[src/rtl/text_console_writer_core_defines.svh]
// Assertion macros shared by the text console writer modules.
`ifndef TEXT_CONSOLE_WRITER_CORE_DEFINES_SVH
`define TEXT_CONSOLE_WRITER_CORE_DEFINES_SVH

`ifndef SYNTH
`define TCW_ASSERT(name, prop, msg) \
  name: assert property (@(posedge clk) disable iff (!rst_n) prop) else $error(msg);
`define TCW_ASSERT_ALWAYS(name, prop, msg) \
  name: assert property (@(posedge clk) prop) else $error(msg);
`else
`define TCW_ASSERT(name, prop, msg)
`define TCW_ASSERT_ALWAYS(name, prop, msg)
`endif

`endif

[src/rtl/tcw_pkg.sv]
// Shared types and constants of the text console writer.
`timescale 1ns / 1ps
`default_nettype none

package tcw_pkg;

  localparam int COLUMNS_DEF = 80;
  localparam int ROWS_DEF    = 25;

  localparam logic [7:0] NEWLINE_CODE = 8'h0A;
  localparam logic [7:0] SPACE_CODE   = 8'h20;
  localparam logic [7:0] RESET_ATTR   = 8'h0F;

  localparam logic [1:0] REQ_PUT   = 2'd0;
  localparam logic [1:0] REQ_CLEAR = 2'd1;
  localparam logic [1:0] REQ_READ  = 2'd2;

  typedef enum logic [2:0] {
    S_INIT,
    S_IDLE,
    S_EXEC,
    S_CLEAR,
    S_COPY,
    S_BLANK,
    S_DONE
  } state_t;

  typedef enum logic [2:0] {
    SW_NONE,
    SW_INIT,
    SW_FILL,
    SW_COPY,
    SW_BLANK
  } sweep_t;

  typedef struct packed {
    logic   capture;
    logic   exec;
    logic   home;
    logic   rd_issue;
    logic   out_load;
    sweep_t sweep;
    sweep_t ld_op;
  } cmd_t;

  typedef struct packed {
    logic [1:0] req;
    logic       need_scroll;
    logic       sweep_last;
  } sts_t;

endpackage

`default_nettype wire

[src/rtl/tcw_ctrl.sv]
// Controller of the text console writer: sequences requests, sweeps and result handoff.
`timescale 1ns / 1ps
`default_nettype none

module tcw_ctrl (
  input  wire logic          clk,
  input  wire logic          rst_n,
  input  wire logic          in_tvalid,
  output logic               in_tready,
  output logic               out_tvalid,
  input  wire logic          out_tready,
  input  wire tcw_pkg::sts_t sts,
  output tcw_pkg::cmd_t      cmd
);

  tcw_pkg::state_t state_r, state_nxt;
  logic            out_vld_r, out_vld_nxt;
  logic            out_free;

  assign out_free   = !out_vld_r || out_tready;
  assign out_tvalid = out_vld_r;

  always_ff @(posedge clk) begin
    if (!rst_n) begin
      state_r   <= tcw_pkg::S_INIT;
      out_vld_r <= 1'b0;
    end else begin
      state_r   <= state_nxt;
      out_vld_r <= out_vld_nxt;
    end
  end

  always_comb begin
    state_nxt   = state_r;
    cmd         = '0;
    in_tready   = 1'b0;
    out_vld_nxt = out_vld_r && !out_tready;
    case (state_r)
      tcw_pkg::S_INIT: begin
        cmd.sweep = tcw_pkg::SW_INIT;
        if (sts.sweep_last) begin
          state_nxt = tcw_pkg::S_IDLE;
        end
      end
      tcw_pkg::S_IDLE: begin
        in_tready = 1'b1;
        if (in_tvalid) begin
          cmd.capture = 1'b1;
          state_nxt   = tcw_pkg::S_EXEC;
        end
      end
      tcw_pkg::S_EXEC: begin
        case (sts.req)
          tcw_pkg::REQ_CLEAR: begin
            cmd.home  = 1'b1;
            cmd.ld_op = tcw_pkg::SW_FILL;
            state_nxt = tcw_pkg::S_CLEAR;
          end
          tcw_pkg::REQ_READ: begin
            cmd.rd_issue = 1'b1;
            state_nxt    = tcw_pkg::S_DONE;
          end
          default: begin
            cmd.exec = (sts.req == tcw_pkg::REQ_PUT);
            if (sts.need_scroll) begin
              cmd.ld_op = tcw_pkg::SW_COPY;
              state_nxt = tcw_pkg::S_COPY;
            end else if (out_free) begin
              cmd.out_load = 1'b1;
              out_vld_nxt  = 1'b1;
              state_nxt    = tcw_pkg::S_IDLE;
            end else begin
              state_nxt = tcw_pkg::S_DONE;
            end
          end
        endcase
      end
      tcw_pkg::S_CLEAR: begin
        cmd.sweep = tcw_pkg::SW_FILL;
        if (sts.sweep_last) begin
          state_nxt = tcw_pkg::S_DONE;
        end
      end
      tcw_pkg::S_COPY: begin
        cmd.sweep = tcw_pkg::SW_COPY;
        if (sts.sweep_last) begin
          cmd.ld_op = tcw_pkg::SW_BLANK;
          state_nxt = tcw_pkg::S_BLANK;
        end
      end
      tcw_pkg::S_BLANK: begin
        cmd.sweep = tcw_pkg::SW_BLANK;
        if (sts.sweep_last) begin
          state_nxt = tcw_pkg::S_DONE;
        end
      end
      tcw_pkg::S_DONE: begin
        if (out_free) begin
          cmd.out_load = 1'b1;
          out_vld_nxt  = 1'b1;
          state_nxt    = tcw_pkg::S_IDLE;
        end
      end
      default: begin
        state_nxt = tcw_pkg::S_IDLE;
      end
    endcase
  end

  `include "text_console_writer_core_defines.svh"

  `TCW_ASSERT(a_load_into_free_slot, cmd.out_load |-> (!out_vld_r || out_tready), "result overwritten")
  `TCW_ASSERT(a_one_item_at_a_time, (in_tvalid && in_tready) |=> !in_tready, "second item taken early")
  `TCW_ASSERT(a_result_after_load, cmd.out_load |=> out_tvalid, "loaded result not shown")

endmodule

`default_nettype wire

[config.mk]
export PLATFORM = sky130hd
export DESIGN_NAME = tcw_ctrl
export DESIGN_NICKNAME = d
export VERILOG_FILES = /design/src/rtl/tcw_pkg.sv /design/src/rtl/tcw_ctrl.sv
export VERILOG_INCLUDE_DIRS = /design/src /design/src/rtl
export SDC_FILE = /design/constraint.sdc
export NUM_CORES = 1
export LEC_CHECK = 0
export BUFFER_PORTS_ARGS = -buffer_cell sky130_fd_sc_hd__buf_2
export CORE_AREA = 2 2 39 41
export DETAILED_ROUTE_END_ITERATION = 16
export DIE_AREA = 0 0 41 43
export GPL_ROUTABILITY_DRIVEN = 0
export SLEW_MARGIN = 15
export SYNTH_ARGS = -nofsm -noshare
export SYNTH_HDL_FRONTEND = slang
export SYNTH_SLANG_ARGS = --single-unit
[constraint.sdc]
create_clock -name clk -period 1 [get_ports clk]
set_input_delay 0.1 -clock clk [delete_from_list [all_inputs] [get_ports clk]]
set_output_delay 0.1 -clock clk [all_outputs]
set_load 0.01 [all_outputs]
Yosys cells after proc, flatten, opt, wreduce, memory -nomap -nowiden
Index checks and enable logic that the tools add are counted.
{ "word_totals": {"inputBits": 8, "reg_bits": 4, "out_inout_bits": 13, "elab_cells": 53} }
{ "classes": {"eq_ne": 13, "n_reduce_logical": 9, "n_mux": 29} }
{ "ops": {"columns": ["cell", "count"], "rows": [
  ["2-to-1 mux 3 bit", 9],
  ["one-hot mux 3 bit (6 select lines)", 1],
  ["2-to-1 mux 1 bit", 12],
  ["one-hot mux 3 bit (2 select lines)", 2],
  ["one-hot mux 3 bit (4 select lines)", 1],
  ["equality test 3 bit, second input constant", 3],
  ["inequality test 2 bit, second input constant", 4],
  ["equality test 3 x 2 -> 1 bit, second input constant", 2],
  ["AND reduction 5 bit", 1],
  ["one-hot mux 1 bit (2 select lines)", 2],
  ["one-hot mux 2 bit (2 select lines)", 1],
  ["OR reduction 2 bit", 2],
  ["equality test 3 x 1 -> 1 bit, second input constant", 1],
  ["zero test 3 bit", 1],
  ["equality test 2 x 1 -> 1 bit, second input constant", 1],
  ["equality test 2 bit, second input constant", 1],
  ["zero test 1 bit", 2],
  ["zero test 2 bit", 1],
  ["2-to-1 mux 2 bit", 1],
  ["inequality test 2 x 1 -> 1 bit, second input constant", 1],
  ["logical AND 1 bit", 1],
  ["logical OR 1 bit", 1]
]} }

Logic depth before layout (Yosys ltp)
Gate-level depths: netlist of the first run.
{ "logic_depth": {"depth_word": 6, "depth_mapped": 6, "depth_no_buf": 6} }

Worst setup path after synthesis of the first run
Ideal clock, no wire load.
{ "synth_path": {"path_type": "reg-to-output", "startpoint": "reg state_r[1]", "endpoint": "out cmd[2] (netlist name)", "t_required_ns": 0.900, "path_stages_with_launch": 4, "slack_ns": -0.142, "path_buffers": 2, "arrival_time_ns": 1.042, "cell_sequence": "dfxtp_1 -> buf_2 -> buf_2 -> nor4bb_1"} }
{ "synth_lines": {"columns": ["element", "line_no", "text"], "rows": [
  ["start: declaration", "tcw_ctrl.sv:16", "tcw_pkg::state_t state_r, state_nxt;"],
  ["start signal: assignment", "tcw_ctrl.sv:25", "state_r <= tcw_pkg::S_INIT;"],
  ["start signal: assignment", "tcw_ctrl.sv:28", "state_r <= state_nxt;"],
  ["end: declaration", "tcw_ctrl.sv:13", "output tcw_pkg::cmd_t cmd"]
]} }

==> run_results.csv, run 1 <==
group,metric,value,unit
synth,synth_edf_count,0,
timing,relSlewSlack,86.4,%
synth,synth_top_area_share,17.7,%
cts,cts_buffer_depth,2,
power_and_ir_drop,leakage,0.389,nW
power_and_ir_drop,clkPwrFrac,21.9,%
power_and_ir_drop,p_sw_share,35.2,%
power_and_ir_drop,powerDensity,1200,mW/mm²
worst_setup_path,crit_chain,"nor2b_4 -> nor2b_4 -> and2_4 -> buf_6",
detailed_routing,avgRoutedWirePerCell,10.7,µm
detailed_routing,drtAntennaViolNets,0,
worst_setup_path,worst-r2r-cell-count,5,
worst_setup_path,cp.required,0.90,ns
grt,grt_overflow_total,0,
worst_setup_path,critPathLaunchType,"flop",
cts,cts_tree,"yes",
timing,min_period,1.25,ns
timing,skew,0.00455,ns
synth,synth_warnings,0,
timing,worst_pin_slew,0.201,ns
synth,synthCells,61,
worst_setup_path,crit_path_end_kind,"output pin",
finish,nets,110,
worst_setup_path,critPathSlowestCell,"dfxtp_4",
grt,first_global_vias,480,
detailed_routing,drt_iter0_drc,16,
power_and_ir_drop,peakVddDrop,0.538,mV
cts,cts_root_buffer,"clkbuf_4",
cts,path_clk_slew,0.04,ns
power_and_ir_drop,p_switching,0.350,mW
detailed_routing,via_per_inst,4.84,
worst_hold_path,hp-class,"in -> reg",
cts,numCtsBuffers,3,
floorplan,core,0.00138,mm²
placement,place_ws,-0.164,ns
synth,seq_area_frac_synth,17.7,%
detailed_routing,routed_wl,1210,µm
synth,synth.avg_cell_area,7.43,µm²
power_and_ir_drop,pwr-share-seq,21.7,%
floorplan,start_util,32.7,%
placement,hpwl,921,µm
grt,grt_max_degree,10,
finish,drive_gt1_share,60.8,%
floorplan,fp.dieH,43,µm
placement,portBuffers,20,
worst_setup_path,path_max_fanout,5,
grt,track_usage,15.4,%
synth,yosysMostFrequentCell,"nor2_1",
worst_setup_path,cp_common_cell,"nor2b_4",
timing,finalHoldViolCount,0,
cts,cts.sinks,4,
floorplan,ioPinCount,21,
timing,worst_slack,-0.253,ns
synth,synth.ff_latch_count,4,
grt,grt_pass1_wl,1880,µm
synth,synth_area_leaders,"dfxtp_1 18%, ha_1 8.3%, mux2i_1 6.6%, nor2_1 5.8%, o21ai_0 4.4%",
floorplan,die-area,0.00176,mm²
timing,tns,-2.78,ns
timing,finalSetupViolations,15,
finish,diodes,0,
cts,htreeDepth,1,
synth,synthTopCellsByCount,"7 x nor2_1, 4 x dfxtp_1, 4 x nand2_1, 4 x o21ai_0",
synth,synth.largest_area_cell,"dfxtp_1",
timing,maxSlewViolCount,0,
synth,synth_ff_type,"dfxtp_1",
timing,grt_setup_unrepaired,"true",
detailed_routing,drc,0,
worst_setup_path,path_class,"reg -> out",
worst_hold_path,hold_depth,3,
timing,fmax,798,MHz
synth,syn-num-nets,72,
synth,netlist_area,453,µm²
outcome,outcome,"complete, but fails checks",
power_and_ir_drop,p_int,0.644,mW
detailed_routing,drtPass1Iterations,4,
power_and_ir_drop,pwr-share-comb,56.4,%
worst_setup_path,critPathMaxStageDelay,0.36,ns
synth,ys_types,27,
grt,antenna_found_initial,0,
floorplan,dieWidth,41,µm
finish,layout-area-overhead-vs-synth,82.0,%
run,drv_cap,0,
synth,async_flop_share,0,%
outcome,violations,"setup timing",
detailed_routing,vias,547,
cts,insertion_delay,0.25,ns
floorplan,rows,14,
worst_setup_path,crit_arrival,1.15,ns
timing,period_share,125,%
-- stage by stage --
| step | hold WS [ns] | utilization, % | cell area (µm²) | instances | power [mW] |
|---|---|---|---|---|---|
| after floorplan | 0.238 | - | 502 | 61 | 0.498 |
| after global placement | 0.409 | 49.7 | 688 | 106 | 0.637 |
| after detailed placement | 0.411 | 49.7 | 688 | 106 | 0.645 |
| after CTS | 0.159 | 57.0 | 788 | 111 | 0.945 |
| after global routing | 0.163 | 59.6 | 825 | 113 | 1.05 |
| final | 0.152 | 59.6 | 825 | 113 | 0.994 |
-- critical path: cells and delay by family, from the launching register on --
family,cells,cell delay (ns)
DFF,1,0.36
and+or+nand+nor,3,0.45
buffers and inverters,1,0.09
-- what timing repair did --
item | CTS | global route
pin swaps | 3 | 3
gates resized for setup | 16 | 7
setup buffers | 2 | 2
hold buffers | 0 | 0
endpoints found under the setup margin | 15 | 15
-- cell usage in the layout, fill, tap and decap left out, types with 2 or more instances in the layout --
| cell | instances |
|---|---|
| a21oi_1 | 3 |
| a31oi_1 | 2 |
| and2_4 | 3 |
| buf_2 | 16 |
| buf_4 | 11 |
| buf_6 | 10 |
| clkbuf_4 | 3 |
| dfxtp_4 | 3 |
| ha_1 | 2 |
| inv_1 | 3 |
| mux2i_1 | 3 |
| nand2_1 | 4 |
| nand2b_1 | 3 |
| nand2b_2 | 2 |
| nand3_1 | 2 |
| nor2_1 | 5 |
| nor2_2 | 2 |
| nor2b_4 | 2 |
| o21ai_0 | 3 |
| o21ai_1 | 2 |
-- final cells by class --
cell class / instances / area, µm²
repair buffers: 37 / 275
inverters: 3 / 11.3
flip-flops and latches: 4 / 91.3
well taps: 16 / 20.0
fillers: 141 / 559
multi-input cells: 50 / 404
clock buffers: 3 / 22.5
-- metal layers --
layer  global-route usage [%]  part of all wire, %  routed length (µm)
met5                        0                    0                   0
met4                     8.00                  2.6                  31
met3                     3.14                  6.1                  74
met2                     22.8                   46                 550
met1                     20.1                   46                 551
-- sequential cells by signal, summed over array words and instances (netlist names) --
name        flops
state_r         3
out_tvalid      1
-- path summary, 6_finish.rpt --
check	slack [ns]	end	start
worst max register to register	-0.17	state_r[1]	state_r[2]
worst min register to register	0.59	out_tvalid	out_tvalid
worst max-delay path	-0.25	cmd[9]	state_r[1]
worst min-delay path	0.15	state_r[0]	rst_n
-- kinds of logic after synthesis --
| family | Yosys count | synth area share, % |
|---|---|---|
| AND/OR/NAND/NOR | 29 | 38.4 |
| adder cells (fa/ha/maj) | 3 | 8.29 |
| buffers and inverters | 7 | 8.01 |
| multiplexers | 3 | 6.63 |
| AO/OA/AOI/OAI | 15 | 21.0 |
| flip-flops | 4 | 17.7 |
-- power groups by stage --
stage | sequential (mW) | combinational, mW | clock (mW)
floorplan | 0.194 | 0.303 | 0
global placement | 0.206 | 0.431 | 0
detailed placement | 0.206 | 0.438 | 0
CTS | 0.216 | 0.516 | 0.214
global route | 0.220 | 0.609 | 0.223
finish | 0.216 | 0.561 | 0.217
Note: power is estimated with default switching activity, not from simulation.
==> inputs of run 2 (changes only) <==
Settings changed: PLACE_DENSITY_LB_ADDON set to 0.2.
==> run 2 against run 1 <==
First-iteration DRC count fell by 25%. Largest cell class unchanged. Worst setup slack lost 0.0014 ns. Via count is 0.73% higher. Sequential share of layout area is 0.35 points lower. The flow still finishes with violations (setup timing). Clock-buffer cell count unchanged. Hold slack improved by 0.013 ns. Critical path type unchanged. Clock power shrank 5%. Sequential cell count did not move.
==> run_results.csv, run 2 (same netlist as run 1, synthesis figures left out) <==
group,metric,value,unit
power_and_ir_drop,p_total,0.979,mW
power_and_ir_drop,pwr-share-seq,21.9,%
detailed_routing,drc,0,
placement,hpwl,883,µm
timing,grt_setup_unrepaired,"true",
worst_hold_path,hold_depth,3,
outcome,outcome,"complete, but fails checks",
power_and_ir_drop,pwr-share-comb,57.0,%
finish,final_common_cell,"buf_2",
finish,mostFrequentLayoutCells,"16 x buf_2, 10 x buf_6, 8 x buf_4",
finish,final_area,805,µm²
cts,cts_root_buffer,"clkbuf_4",
timing,relSlewSlack,88.9,%
finish,largest_register_ffs,3,
cts,cts_buffer_depth,2,
timing,min_period,1.25,ns
grt,track_usage,15.2,%
worst_setup_path,crit_arrival,1.15,ns
timing,finalHoldViolCount,0,
grt,first_global_vias,486,
timing,worst_pin_slew,0.162,ns
detailed_routing,drtPass1Iterations,4,
placement,portBuffers,20,
worst_setup_path,crit_path_end_kind,"output pin",
finish,diodes,0,
power_and_ir_drop,p_int,0.634,mW
outcome,violations,"setup timing",
detailed_routing,vias,551,
detailed_routing,drt_iter0_drc,12,
finish,regMostFlops,"state_r",
timing,period_share,125,%
timing,skew,0.00893,ns
power_and_ir_drop,p_switching,0.345,mW
grt,grt_overflow_total,0,
power_and_ir_drop,p_sw_share,35.3,%
grt,grt_pass1_wl,1840,µm
timing,maxSlewViolCount,0,
finish,layout-area-overhead-vs-synth,77.6,%
floorplan,rows,14,
grt,antenna_found_initial,0,
finish,finalNonFillerCells,110,
power_and_ir_drop,peakVddDrop,0.640,mV
timing,whs,0.165,ns
worst_setup_path,worst-r2r-cell-count,5,
cts,insertion_delay,0.24,ns
floorplan,start_util,32.7,%
cts,cts.sinks,4,
run,drv_cap,0,
worst_hold_path,hp-class,"in -> reg",
placement,dp_cells,105,
power_and_ir_drop,clkPwrFrac,21.1,%
cts,hold_buffers,0,
power_and_ir_drop,powerDensity,1220,mW/mm²
cts,path_clk_slew,0.04,ns
cts,cts_tree,"yes",
detailed_routing,via_per_inst,5.01,
detailed_routing,drtAntennaViolNets,0,
detailed_routing,routed_wl,1200,µm
timing,finalSetupViolations,14,
floorplan,die-area,0.00176,mm²
finish,nets,107,
placement,place_ws,-0.173,ns
grt,grt_max_degree,10,
floorplan,ioPinCount,21,
worst_setup_path,path_class,"reg -> out",
cts,numCtsBuffers,3,
floorplan,core,0.00138,mm²
floorplan,dieWidth,41,µm
timing,worst_slack,-0.254,ns
worst_setup_path,critPathLaunchType,"flop",
placement,dpl_cell_area,681,µm²
timing,fmax,797,MHz
power_and_ir_drop,leakage,0.379,nW
floorplan,fp.dieH,43,µm
worst_setup_path,cp.required,0.90,ns
finish,drive_gt1_share,58.5,%
cts,htreeDepth,1,
worst_setup_path,path_max_fanout,6,
detailed_routing,avgRoutedWirePerCell,10.9,µm
-- run 2: changes by cell type in the layout (fill, tap and decap cells not counted), sizes merged --
cell	delta
buf	-3
-- run 2: routing by layer --
| layer | up-vias | wire [µm] | global-route usage (%) |
|---|---|---|---|
| met3 | 2 | 90 | 3.14 |
| met2 | 26 | 587 | 25.0 |
| li1 | 277 | - | - |
| met5 | - | 0 | 0 |
| met4 | 0 | 10 | 8.00 |
| met1 | 246 | 514 | 17.0 |
-- run 2: what timing repair did --
action                                  in CTS  in global routing
resized for setup                           16                  8
setup buffers                                2                  0
endpoints found under the setup margin      15                 15
pin swaps                                    4                  1
-- run 2: area by class of cell --
class,count,area (µm²)
fill,135,579
clock buffer,3,22.5
tap,16,20.0
multi-input combinational,50,412
timing repair buffer,34,253
sequential,4,86.3
inverter,3,11.3
-- run 2: worst paths after layout --
path	to	start	slack, ns
setup / recovery	cmd[7]	state_r[2]	-0.25
hold / removal	state_r[2]	rst_n	0.17
setup reg to reg	state_r[1]	state_r[2]	-0.13
hold reg to reg	out_tvalid	out_tvalid	0.56
-- run 2: critical path, cell delays in order (launching register included) --
cell	delay, ns
dfxtp_2	0.33
buf_4	0.15
nand2b_1	0.18
nor2_1	0.11
buf_2	0.14
-- run 2: power groups by stage --
stage | Sequential (mW) | Combinational [mW] | Clock (mW)
floorplan | 0.194 | 0.303 | 0
CTS | 0.215 | 0.506 | 0.207
global placement | 0.207 | 0.436 | 0
finish | 0.215 | 0.558 | 0.207
detailed placement | 0.207 | 0.438 | 0
global route | 0.217 | 0.606 | 0.220
-- run 2: metrics by stage --
| step | utilization [%] | TNS, ns |
|---|---|---|
| floorplan | - | -0.0129 |
| global route | 58.1 | -3.23 |
| global placement | 49.2 | -0.800 |
| detailed placement | 49.2 | -0.885 |
| finish | 58.1 | -2.51 |
| CTS | 55.8 | -2.47 |
==> inputs of run 3 (changes only) <==
Settings changed: ABC_AREA set to 1, BUFFER_PORTS_ARGS -buffer_cell sky130_fd_sc_hd__buf_2 to unset, DONT_BUFFER_PORTS set to 1.
==> run 3 against run 2 <==
The flow still finishes with violations (setup timing). Sequential cell count unchanged. Via count is 8.0% higher. Final cell count is 17% higher.
==> run_results.csv, run 3 <==
group,metric,value,unit
cts,cts_buffer_depth,2,
synth,synthTopCellsByCount,"21 x nor2_1, 18 x nand2_1, 11 x inv_1",
detailed_routing,drtAntennaViolNets,0,
floorplan,fp.dieH,43,µm
worst_setup_path,reg2reg_to,"state_r[2]",
finish,drive_gt1_share,56.6,%
finish,layout-area-overhead-vs-synth,90.9,%
worst_hold_path,hold_depth,1,
floorplan,core,0.00138,mm²
power_and_ir_drop,p_sw_share,46.3,%
timing,min_period,1.20,ns
placement,place_ws,-0.121,ns
power_and_ir_drop,pwr-share-comb,74.2,%
worst_setup_path,critPathLaunchType,"flop",
detailed_routing,drc,0,
detailed_routing,drtPass1Iterations,4,
outcome,violations,"setup timing",
worst_hold_path,hp-class,"in -> reg",
synth,synth_ff_type,"dfxtp_1",
power_and_ir_drop,powerDensity,2420,mW/mm²
synth,yosysMostFrequentCell,"nor2_1",
worst_hold_path,hp-start,"rst_n",
synth,synth_warnings,0,
run,drv_cap,0,
worst_setup_path,crit_family,"flip-flops",
worst_setup_path,crit_arrival,1.10,ns
finish,nets,126,
finish,regMostFlops,"state_r",
worst_setup_path,path_class,"reg -> out",
outcome,outcome,"complete, but fails checks",
finish,fill_cells,126,
power_and_ir_drop,pwr-share-seq,16.1,%
cts,cts_tree,"yes",
worst_setup_path,reg2reg_setup_slack,-0.19,ns
worst_setup_path,cp.required,0.90,ns
synth,synth.avg_cell_area,5.39,µm²
worst_setup_path,critPathMaxStageDelay,0.35,ns
timing,finalSetupViolations,15,
synth,ys_types,15,
power_and_ir_drop,clkPwrFrac,9.7,%
synth,synth_area_leaders,"dfxtp_1 18%, nor2_1 17%, nand2_1 15%, inv_1 9.1%, nand3_1 8.8%",
timing,worst_slack,-0.199,ns
cts,numCtsBuffers,3,
worst_setup_path,crit_path_end_kind,"output pin",
worst_setup_path,cp_num_buf_inv,3,
grt,grt_overflow_total,0,
timing,maxSlewViolCount,0,
synth,synth_edf_count,0,
worst_setup_path,reg2reg_from,"state_r[1]",
synth,synth_top_area_share,17.7,%
worst_setup_path,crit_chain,"inv_4 -> nand2_4 -> inv_4 -> nand2_4 -> nor3_2 -> buf_4",
placement,dp_cells,117,
finish,diodes,0,
detailed_routing,routed_wl,1420,µm
placement,portBuffers,0,
floorplan,ioPinCount,21,
floorplan,die-area,0.00176,mm²
synth,syn-num-nets,95,
synth,synth.largest_area_cell,"dfxtp_1",
worst_hold_path,hold_end,"out_tvalid",
placement,hpwl,942,µm
timing,skew,0.00358,ns
worst_setup_path,worst-r2r-cell-count,9,
synth,seq_area_frac_synth,17.7,%
grt,grt_max_degree,7,
synth,async_flop_share,0,%
power_and_ir_drop,p_total,2.10,mW
timing,period_share,120,%
grt,antenna_found_initial,0,
timing,finalHoldViolCount,0,
cts,htreeDepth,1,
worst_setup_path,critPathSlowestCell,"dfxtp_4",
detailed_routing,drt_iter0_drc,9,
cts,insertion_delay,0.23,ns
power_and_ir_drop,leakage,0.440,nW
synth,synthCells,84,
grt,first_global_vias,550,
synth,synth.ff_latch_count,4,
finish,final_common_cell,"buf_4",
power_and_ir_drop,p_switching,0.970,mW
timing,grt_setup_unrepaired,"true",
detailed_routing,via_per_inst,4.61,
floorplan,start_util,32.7,%
finish,final_area,865,µm²
timing,worst_pin_slew,0.291,ns
floorplan,dieWidth,41,µm
grt,track_usage,18.4,%
finish,finalNonFillerCells,129,
timing,tns,-2.13,ns
finish,fin_util,62.5,%
finish,largest_register_ffs,3,
detailed_routing,avgRoutedWirePerCell,11.0,µm
grt,grt_pass1_wl,2260,µm
timing,whs,0.0283,ns
power_and_ir_drop,peakVddDrop,0.899,mV
placement,dpl_cell_area,614,µm²
cts,path_clk_slew,0.04,ns
power_and_ir_drop,p_int,1.13,mW
timing,fmax,834,MHz
timing,relSlewSlack,80.6,%
cts,cts_root_buffer,"clkbuf_4",
synth,netlist_area,453,µm²
worst_setup_path,path_max_fanout,6,
cts,cts.sinks,4,
detailed_routing,vias,595,
finish,mostFrequentLayoutCells,"21 x buf_4, 14 x nand2_1, 13 x nor2_1",
floorplan,rows,14,
run 3: cells by family after synthesis:
kind of cell / after synthesis / share of synthesized area [%]
simple gates: 56 / 53.9
compound gates: 5 / 6.63
flops: 4 / 17.7
fa+ha+maj: 3 / 8.29
buf+inv: 16 / 13.5
run 3: layout make-up:
cell class,count,area (µm²),area share [%]
Inverter,16,75.1,8.68
Multi-Input combinational cell,64,443,51.2
Tap cell,16,20.0,2.32
Clock buffer,3,22.5,2.60
Sequential cell,4,91.3,10.6
Timing Repair Buffer,26,213,24.6
run 3: routing by layer:
layer / track usage (%) / routed length, µm
met5: 0 / 0
met4: 5.33 / 0
met3: 4.19 / 66
met2: 28.4 / 766
met1: 24.4 / 586
run 3: worst max-delay path by stage:
stage,start,endpoint,depth (start not counted)
after floorplan,sts[2],state_r[0],9
after global placement,sts[2],state_r[0],9
after detailed placement,sts[2],state_r[0],9
after CTS,state_r[0],cmd[1],6
after global routing,state_r[0],cmd[0],6
final,state_r[0],cmd[1],6
run 3: power by group through the flow:
| stage | Clock [mW] | Sequential (mW) | Combinational [mW] |
|---|---|---|---|
| global placement | 0 | 0.307 | 1.02 |
| CTS | 0.208 | 0.335 | 1.38 |
| global route | 0.225 | 0.343 | 1.68 |
| detailed placement | 0 | 0.302 | 1.03 |
| floorplan | 0 | 0.300 | 0.583 |
| finish | 0.204 | 0.338 | 1.55 |
run 3: what timing repair did:
item,CTS,global route
pin swaps,10,10
hold endpoints to repair,3,0
hold buffers,1,0
gates resized for setup,28,18
endpoints found under the setup margin,15,15
setup buffers,8,1
